$ cat src/sv/log_domain_squared_error_accumulator_unit_macros.svh
// assertion macros for the log-domain squared-error accumulator
// used by the top level only, no other dependencies
`ifndef LOG_DOMAIN_SQUARED_ERROR_ACCUMULATOR_UNIT_MACROS_SVH
`define LOG_DOMAIN_SQUARED_ERROR_ACCUMULATOR_UNIT_MACROS_SVH

// same-cycle implication
`define LDSEA_ASSERT_NOW(lbl, clk, rstn, ante, cons, msg) \
    lbl: assert property (@(posedge clk) disable iff (!rstn) (ante) |-> (cons)) \
        else $error(msg);

// next-cycle implication
`define LDSEA_ASSERT_NEXT(lbl, clk, rstn, ante, cons, msg) \
    lbl: assert property (@(posedge clk) disable iff (!rstn) (ante) |=> (cons)) \
        else $error(msg);

`endif

$ cat src/sv/ldsea_pkg.sv
// shared constants, command and status types of the accumulator
// no dependencies
package ldsea_pkg;

    localparam int LOG_FRAC_BITS = 24;
    localparam int COUNT_WIDTH   = 40;
    localparam int LOG2_FRAC     = 34;
    localparam int ITER_LAST     = LOG2_FRAC - 1;
    localparam int ITER_W        = $clog2(LOG2_FRAC);
    localparam int LN_SHIFT      = LOG2_FRAC - LOG_FRAC_BITS;

    localparam logic [63:0]  LN2_Q64 = 64'hB17217F7D1CF79AB;
    localparam logic [63:0]  LN_RND  = 64'd1 << (LN_SHIFT - 1);
    localparam logic [127:0] SQ_RND  = 128'd1 << (LOG_FRAC_BITS - 1);

    localparam logic [1:0] ET_HALF   = 2'd0;
    localparam logic [1:0] ET_SINGLE = 2'd1;

    localparam logic REG_ELEMENT_TYPE = 1'b0;

    typedef enum logic [1:0] {
        MK_SQX  = 2'd0,
        MK_LN   = 2'd1,
        MK_DIFF = 2'd2,
        MK_UINT = 2'd3
    } mul_kind_t;

    typedef struct packed {
        logic      accept;
        logic      reject;
        logic      log_load;
        logic      log_orig;
        logic      norm_shift;
        logic      norm_fin;
        logic      mul_start;
        mul_kind_t mul_kind;
        logic      iter_upd;
        logic      ln_store;
        logic      acc;
        logic      emit;
    } cmd_t;

    typedef struct packed {
        logic skip;
        logic mode_uint;
        logic b_fin;
        logic a_fin;
        logic norm_top;
        logic mul_done;
        logic mul_busy;
        logic iter_last;
        logic ln_orig;
        logic last;
        logic out_free;
    } sts_t;

endpackage

$ cat src/sv/ldsea_ctrl.sv
// controller state machine sequencing one request through the datapath
// depends on ldsea_pkg
module ldsea_ctrl
    import ldsea_pkg::*;
(
    input  logic aclk,
    input  logic aresetn,
    input  logic s_valid,
    output logic s_ready,
    input  sts_t sts,
    output cmd_t cmd
);

    typedef enum logic [9:0] {
        ST_IDLE     = 10'b0000000001,
        ST_CHECK    = 10'b0000000010,
        ST_NORM     = 10'b0000000100,
        ST_SQX_GO   = 10'b0000001000,
        ST_SQX_WAIT = 10'b0000010000,
        ST_LN_GO    = 10'b0000100000,
        ST_LN_WAIT  = 10'b0001000000,
        ST_DIFF_GO  = 10'b0010000000,
        ST_SQ_WAIT  = 10'b0100000000,
        ST_FIN      = 10'b1000000000
    } state_t;

    state_t state_reg, state_next;

    always_ff @(posedge aclk) begin
        if (!aresetn) begin
            state_reg <= ST_IDLE;
        end else begin
            state_reg <= state_next;
        end
    end

    always_comb begin
        state_next   = state_reg;
        cmd          = '0;
        cmd.mul_kind = MK_SQX;
        s_ready      = 1'b0;
        case (state_reg)
            ST_IDLE: begin
                s_ready = 1'b1;
                if (s_valid) begin
                    cmd.accept = 1'b1;
                    state_next = ST_CHECK;
                end
            end
            ST_CHECK: begin
                if (sts.skip) begin
                    state_next = ST_FIN;
                end else if (sts.mode_uint) begin
                    cmd.mul_start = 1'b1;
                    cmd.mul_kind  = MK_UINT;
                    state_next    = ST_SQ_WAIT;
                end else if (!sts.b_fin) begin
                    cmd.reject = 1'b1;
                    state_next = ST_FIN;
                end else if (!sts.a_fin) begin
                    state_next = ST_FIN;
                end else begin
                    // re-read value first, original second
                    cmd.log_load = 1'b1;
                    state_next   = ST_NORM;
                end
            end
            ST_NORM: begin
                if (sts.norm_top) begin
                    cmd.norm_fin = 1'b1;
                    state_next   = ST_SQX_GO;
                end else begin
                    cmd.norm_shift = 1'b1;
                end
            end
            ST_SQX_GO: begin
                cmd.mul_start = 1'b1;
                cmd.mul_kind  = MK_SQX;
                state_next    = ST_SQX_WAIT;
            end
            ST_SQX_WAIT: begin
                if (sts.mul_done) begin
                    cmd.iter_upd = 1'b1;
                    state_next   = sts.iter_last ? ST_LN_GO : ST_SQX_GO;
                end
            end
            ST_LN_GO: begin
                cmd.mul_start = 1'b1;
                cmd.mul_kind  = MK_LN;
                state_next    = ST_LN_WAIT;
            end
            ST_LN_WAIT: begin
                if (sts.mul_done) begin
                    cmd.ln_store = 1'b1;
                    if (sts.ln_orig) begin
                        state_next = ST_DIFF_GO;
                    end else begin
                        cmd.log_load = 1'b1;
                        cmd.log_orig = 1'b1;
                        state_next   = ST_NORM;
                    end
                end
            end
            ST_DIFF_GO: begin
                cmd.mul_start = 1'b1;
                cmd.mul_kind  = MK_DIFF;
                state_next    = ST_SQ_WAIT;
            end
            ST_SQ_WAIT: begin
                if (sts.mul_done) begin
                    cmd.acc    = 1'b1;
                    state_next = ST_FIN;
                end
            end
            ST_FIN: begin
                if (!sts.last) begin
                    state_next = ST_IDLE;
                end else if (sts.out_free) begin
                    cmd.emit   = 1'b1;
                    state_next = ST_IDLE;
                end
            end
            default: begin
                state_next = ST_IDLE;
            end
        endcase
    end

endmodule

$ cat config.mk
export PLATFORM = sky130hd
export DESIGN_NAME = ldsea_ctrl
export DESIGN_NICKNAME = d
export VERILOG_FILES = /design/src/sv/log_domain_squared_error_accumulator_unit_macros.svh /design/src/sv/ldsea_pkg.sv /design/src/sv/ldsea_ctrl.sv
export SDC_FILE = /design/constraint.sdc
export NUM_CORES = 1
export LEC_CHECK = 0
export BUFFER_PORTS_ARGS = -buffer_cell sky130_fd_sc_hd__buf_2
export CAP_MARGIN = 40
export CORE_ASPECT_RATIO = 1.25
export CORE_MARGIN = 2
export CORE_UTILIZATION = 48
export CTS_CLUSTER_SIZE = 30
export DETAILED_ROUTE_END_ITERATION = 6
export GPL_ROUTABILITY_DRIVEN = 1
export PLACE_DENSITY = 0.85
export SETUP_SLACK_MARGIN = 0.4
export SYNTH_ARGS = -nofsm -noshare
export SYNTH_HDL_FRONTEND = slang
export SYNTH_SLANG_ARGS = --single-unit
$ cat constraint.sdc
create_clock -name aclk -period 2.1 [get_ports aclk]
set_input_delay 0.42 -clock aclk [delete_from_list [all_inputs] [get_ports aclk]]
set_output_delay 0.42 -clock aclk [all_outputs]
set_load 0.01 [all_outputs]
==> impl_metrics.json, run 1 <==
{
  "min-delay-start": "sts[2]",
  "antenna_found_initial": 0,
  "nNetsFinal": 162,
  "clock_latency_ns": 0.28,
  "antenna-diode-count": 0,
  "synth.largest_area_cell": "dfxtp_1",
  "syn_nets": 108,
  "period_minus_slack_ns": 2.33,
  "startpoint_type": "flop",
  "cts_tree": "built",
  "max_freq_ghz": 0.429,
  "min_path_cells": 2,
  "r2r-start": "state_reg[1]",
  "worstMarginPinSlew_ns": 0.663,
  "syn_avg_cell_area_um2": 8.52,
  "crit_type": "reg -> out",
  "rsz0062_at_grt": "true",
  "dieArea_mm2": 0.00201,
  "ys_ff_latch": 10,
  "hold_path_end": "state_reg[7]",
  "reg2reg_slack_ns": 0.16,
  "grt_pass1_wl_um": 4530,
  "seq_area_frac_synth_pct": 25.0,
  "worst_r2r_endpoint": "state_reg[5]",
  "synth_ff_type": "dfxtp_1",
  "die_w_um": 40.5,
  "hp-class": "in -> reg",
  "synth_edf_count": 0,
  "grt_start_max_net_pins": 11,
  "fin_crit_sh_pct": 111,
  "reg2reg_depth": 6,
  "drt-wirelength-per-cell_um": 21.5,
  "max-vdd-ir-drop_mv": 0.407,
  "num_rows": 16,
  "path_clk_slew_ns": 0.06,
  "postSynth.asyncResetShare_pct": 0,
  "grt_pass1_vias": 966,
  "cts.sink_count": 10,
  "powerDensity_mw_per_mm2": 480,
  "cp_num_buf_inv": 1,
  "path_cells": "nor4_1, and4b_2, and3_4, a21o_1, buf_2",
  "grt_use_total_pct": 32.5,
  "slowest_stage": "nor4_1",
  "slew-limit-headroom_pct": 55.2,
  "gp_congestion": 0.806,
  "ys.warnings.count": 0,
  "vias_per_cell": 6.41,
  "cp.required_ns": 1.68,
  "htreeDepth": 1,
  "cts_made_buffers": 3,
  "synth_cells": 94,
  "report.power.total_mw": 0.668,
  "cp-startpoint": "state_reg[1]",
  "utilization_pct": 89.1,
  "cts_hold_buf": 0,
  "path_delay_family": "simple AND/OR/NAND/NOR gates",
  "grt_overflow": 0,
  "drv_slew": 0,
  "finalHoldViolations": 0,
  "start_util_pct": 51.3,
  "fin_skew_ns": 0.000702,
  "drt_iter0_markers": 64,
  "synth_area_um2": 801,
  "dr.pass1.iters": 4,
  "crit_path_end_kind": "output pin",
  "finalSetupViolCount": 10,
  "ys_types": 39,
  "dp_hpwl_um": 1780,
  "syn_to_final_growth_pct": 73.7,
  "violations": "negative setup slack",
  "pre_cts_ws_ns": 0.157,
  "worst_slack_ns": -0.229,
  "vias": 1051,
  "dpl.cell_count": 144,
  "worstPathArrival_ns": 1.91,
  "largest_register_ffs": 10,
  "die_y_um": 49.7,
  "critPathMaxStageDelay_ns": 0.46,
  "drv_cap": 0,
  "drive_gt1_share_pct": 64.4,
  "cts_buffer_depth": 2,
  "setup-tns-final_ns": -1.15,
  "fillers": 67,
  "p_leak_nw": 0.639,
  "yosys-top-cells-area": "dfxtp_1 (25%), nor4_4 (5.3%), and2_1 (3.9%), nand4b_2 (3.8%), inv_1 (3.3%)",
  "cts_root_buf": "clkbuf_4",
  "wl_um": 3520,
  "ant_nets": 0,
  "io_pins": 28,
  "port_buffers": 26,
  "drc_errors": 0,
  "status": "complete, but fails checks",
  "layout.cells.non_filler": 164,
  "core_area_mm2": 0.00156,
  "crit_fanout": 8,
  "netlist.area_leader.share_pct": 25.0
}
==> cell usage after synthesis (2+ instances only) <==
| library cell | n |
|---|---|
| nand2b_1 | 4 |
| o21a_1 | 2 |
| a21oi_1 | 2 |
| nor4_1 | 3 |
| a21boi_1 | 3 |
| and2_1 | 5 |
| nand4b_2 | 2 |
| o21ai_0 | 3 |
| a22oi_1 | 3 |
| and3_1 | 3 |
| nand3_1 | 3 |
| inv_1 | 7 |
| nand2_1 | 6 |
| xor2_1 | 2 |
| nor3b_1 | 2 |
| o21ai_1 | 2 |
| nor4_4 | 2 |
| nor2_1 | 7 |
| and4b_1 | 2 |
| dfxtp_1 | 10 |
| and4_1 | 2 |
| nor3_1 | 2 |
==> through the flow <==
stage	instance area (um2)	hold WS, ns
after floorplan	822	0.503
after global placement	1020	0.596
after detailed placement	1020	0.608
after CTS	1230	0.416
after global routing	1390	0.424
final	1390	0.415
==> cells in the final DEF (no fill, tap or decap), types with 3 or more instances in the layout <==
master	synthesis	layout
buf_2	0	22
buf_6	0	14
buf_4	0	12
inv_1	7	6
dfxtp_2	0	6
nor2_1	7	5
nand2b_1	4	4
nor4_4	2	3
and2_1	5	3
nand2_1	6	3
a21boi_1	3	3
clkbuf_4	0	3
==> worst max-delay path by stage <==
stage	cells past startpoint	slack, ns	end
finish	5	-0.23	cmd[10]
global route	5	-0.26	cmd[10]
CTS	5	-0.14	cmd[3]
detailed placement	5	0.16	cmd[6]
global placement	5	0.15	cmd[6]
floorplan	4	0.28	cmd[3]
==> cells by family after synthesis <==
| logic type | Yosys count | share of synthesized area [%] |
|---|---|---|
| AOI/OAI and AO/OA | 22 | 22.5 |
| xor gates and xnor gates | 2 | 2.19 |
| buffers and inverters | 7 | 3.28 |
| DFF | 10 | 25.0 |
| and+or+nand+nor | 53 | 47.0 |
==> power by group <==
group | internal (mW) | total [mW] | switching [mW]
Combinational | 0.149 | 0.300 | 0.151
Sequential | 0.198 | 0.228 | 0.0302
Clock | 0.0666 | 0.139 | 0.0723
Total | 0.414 | 0.668 | 0.254
==> what timing repair did <==
action	4_1_cts	5_1_grt
setup endpoints to repair	24	24
buffers inserted	13	4
resized for setup	22	27
pin swaps	16	18
==> per-layer routing <==
| metal | global-route usage (%) | up-vias | share of wire (%) |
|---|---|---|---|
| met2 | 49.2 | 66 | 49 |
| met1 | 42.4 | 504 | 40 |
| met3 | 6.31 | 16 | 7.4 |
| met5 | 0 | - | 0 |
| met4 | 15.0 | 0 | 4.1 |
| li1 | - | 465 | - |
==> layout make-up <==
type | count | area, um2 | area share, %
Sequential cell | 10 | 215 | 15.5
Tap cell | 18 | 22.5 | 1.62
Inverter | 7 | 26.3 | 1.89
Timing Repair Buffer | 49 | 378 | 27.2
Clock buffer | 3 | 22.5 | 1.62
Multi-Input combinational cell | 77 | 727 | 52.2
(Power assumes the default switching activity.)
==> run 2: changes to the inputs <==
- CORE_UTILIZATION: 48 -> 43
- PLACE_DENSITY: 0.85 -> 0.81
- clock period: 2.1 -> 1.91 ns (I/O delays scaled with it)
==> run 2 against run 1 <==
  * The flow still finishes with violations (negative setup slack)
  * Worst setup slack worse by 0.024 ns
  * Critical path type unchanged
  * Clock skew is 0.0071 ns higher
  * Count of clock-buffer cells in the layout stayed put
  * First-iteration DRC count is 83% lower
  * Sequential power is 7% higher
  * Sequential share of layout area is 0.89 points higher
  * Via count is 11% lower
==> impl_metrics.json, run 2 (synthesis gave the netlist of run 1 again) <==
{
  "grt_pass1_wl_um": 4300,
  "period_minus_slack_ns": 2.16,
  "utilization_pct": 73.2,
  "crit_path_end_kind": "output pin",
  "finalSetupViolCount": 13,
  "cp.required_ns": 1.53,
  "htreeDepth": 1,
  "num_rows": 17,
  "violations": "negative setup slack",
  "fin_crit_sh_pct": 113,
  "cts_buffer_depth": 2,
  "rsz0062_at_grt": "true",
  "drt-wirelength-per-cell_um": 15.4,
  "die_w_um": 42.6,
  "die_y_um": 52.2,
  "cts_root_buf": "clkbuf_4",
  "wl_um": 2570,
  "grt_pass1_vias": 939,
  "io_pins": 28,
  "cts_made_buffers": 3,
  "gp_congestion": 0.915,
  "worst_slack_ns": -0.253,
  "powerDensity_mw_per_mm2": 481,
  "crit_fanout": 3,
  "drc_errors": 0,
  "worstPathArrival_ns": 1.78,
  "layout.cells.non_filler": 167,
  "stdcell_area_mm2": 0.00129,
  "cts_tree": "built",
  "drive_gt1_share_pct": 56.8,
  "hp-class": "in -> reg",
  "clock_latency_ns": 0.27,
  "slew-limit-headroom_pct": 56.1,
  "path_cells": "or4_4, nor3_4, and4b_1, and2_4, buf_6",
  "drv_slew": 0,
  "max-vdd-ir-drop_mv": 0.387,
  "grt_overflow": 0,
  "grt_start_max_net_pins": 11,
  "drv_cap": 0,
  "dp_hpwl_um": 1830,
  "p_leak_nw": 0.636,
  "vias": 940,
  "start_util_pct": 45.4,
  "vias_per_cell": 5.63,
  "report.power.total_mw": 0.622,
  "max_freq_ghz": 0.462,
  "slowest_stage": "or4_4",
  "status": "complete, but fails checks",
  "cp_num_buf_inv": 1,
  "fin_skew_ns": 0.00776,
  "antenna_found_initial": 0,
  "post_dp_cell_area_mm2": 0.00109,
  "antenna-diode-count": 0,
  "final_common_cell": "buf_2",
  "final_cell_mix": "buf_2 (22), buf_4 (20), buf_6 (8), nor2_1 (6)",
  "syn_to_final_growth_pct": 61.4,
  "critPathMaxStageDelay_ns": 0.56,
  "cts.sink_count": 10,
  "dieArea_mm2": 0.00223,
  "path_clk_slew_ns": 0.07,
  "core_area_mm2": 0.00177,
  "dpl.cell_count": 151,
  "crit_type": "reg -> out",
  "holdWs_ns": 0.381,
  "dr.pass1.iters": 4,
  "cts_hold_buf": 0,
  "port_buffers": 26,
  "worstMarginPinSlew_ns": 0.649,
  "grt_use_total_pct": 25.6,
  "finalHoldViolations": 0,
  "ant_nets": 0,
  "fillers": 147,
  "largest_register_ffs": 10,
  "startpoint_type": "flop",
  "nNetsFinal": 164,
  "drt_iter0_markers": 11,
  "path_delay_family": "simple AND/OR/NAND/NOR gates"
}
run 2: stage by stage:
stage,TNS [ns],setup slack [ns]
finish,-2.00,-0.253
detailed placement,-0.0266,-0.0160
CTS,-2.03,-0.237
global route,-3.20,-0.330
floorplan,0,0.124
global placement,0,0.0226
run 2: power breakdown:
part	internal [mW]	switching [mW]	total [mW]
Sequential	0.217	0.0260	0.243
Clock	0.0727	0.0715	0.144
Combinational	0.115	0.120	0.235
Total	0.405	0.217	0.622
run 2: worst paths after layout:
kind | startpoint | endpoint | slack [ns] | cells past startpoint
hold / removal | sts[3] | state_reg[5] | 0.38 | 2
setup reg to reg | state_reg[9] | state_reg[0] | 0.09 | 8
setup / recovery | state_reg[8] | cmd[3] | -0.25 | 5
hold reg to reg | state_reg[8] | state_reg[8] | 0.49 | 2
run 2: layout make-up:
cell class / instances / area (um2) / area share [%]
inverter: 7 / 26.3 / 2.03
clock buffer: 3 / 22.5 / 1.74
multi-input combinational: 77 / 638 / 49.4
tap: 19 / 23.8 / 1.84
timing repair buffer: 51 / 370 / 28.7
sequential: 10 / 211 / 16.4
run 2: worst reg2reg max path, stage by stage (launching register included):
cell and delay, ns:
dfxtp_2 0.33, buf_6 0.12, nor4_4 0.23, buf_4 0.18
buf_4 0.11, nand4b_2 0.15, o221ai_4 0.30, nor2_2 0.10
a41o_1 0.21
run 2: what timing repair did:
item,in CTS,in global routing
endpoints found under the setup margin,24,24
resized for setup,17,2
buffers inserted,9,4
pin swaps,8,1
run 2: metal layers:
layer | GRT usage (%) | vias up | share of wire (%)
li1 | - | 465 | -
met1 | 27.5 | 440 | 41
met2 | 50.3 | 27 | 54
met3 | 2.76 | 8 | 2.9
met4 | 9.90 | 0 | 2.3
met5 | 0 | - | 0
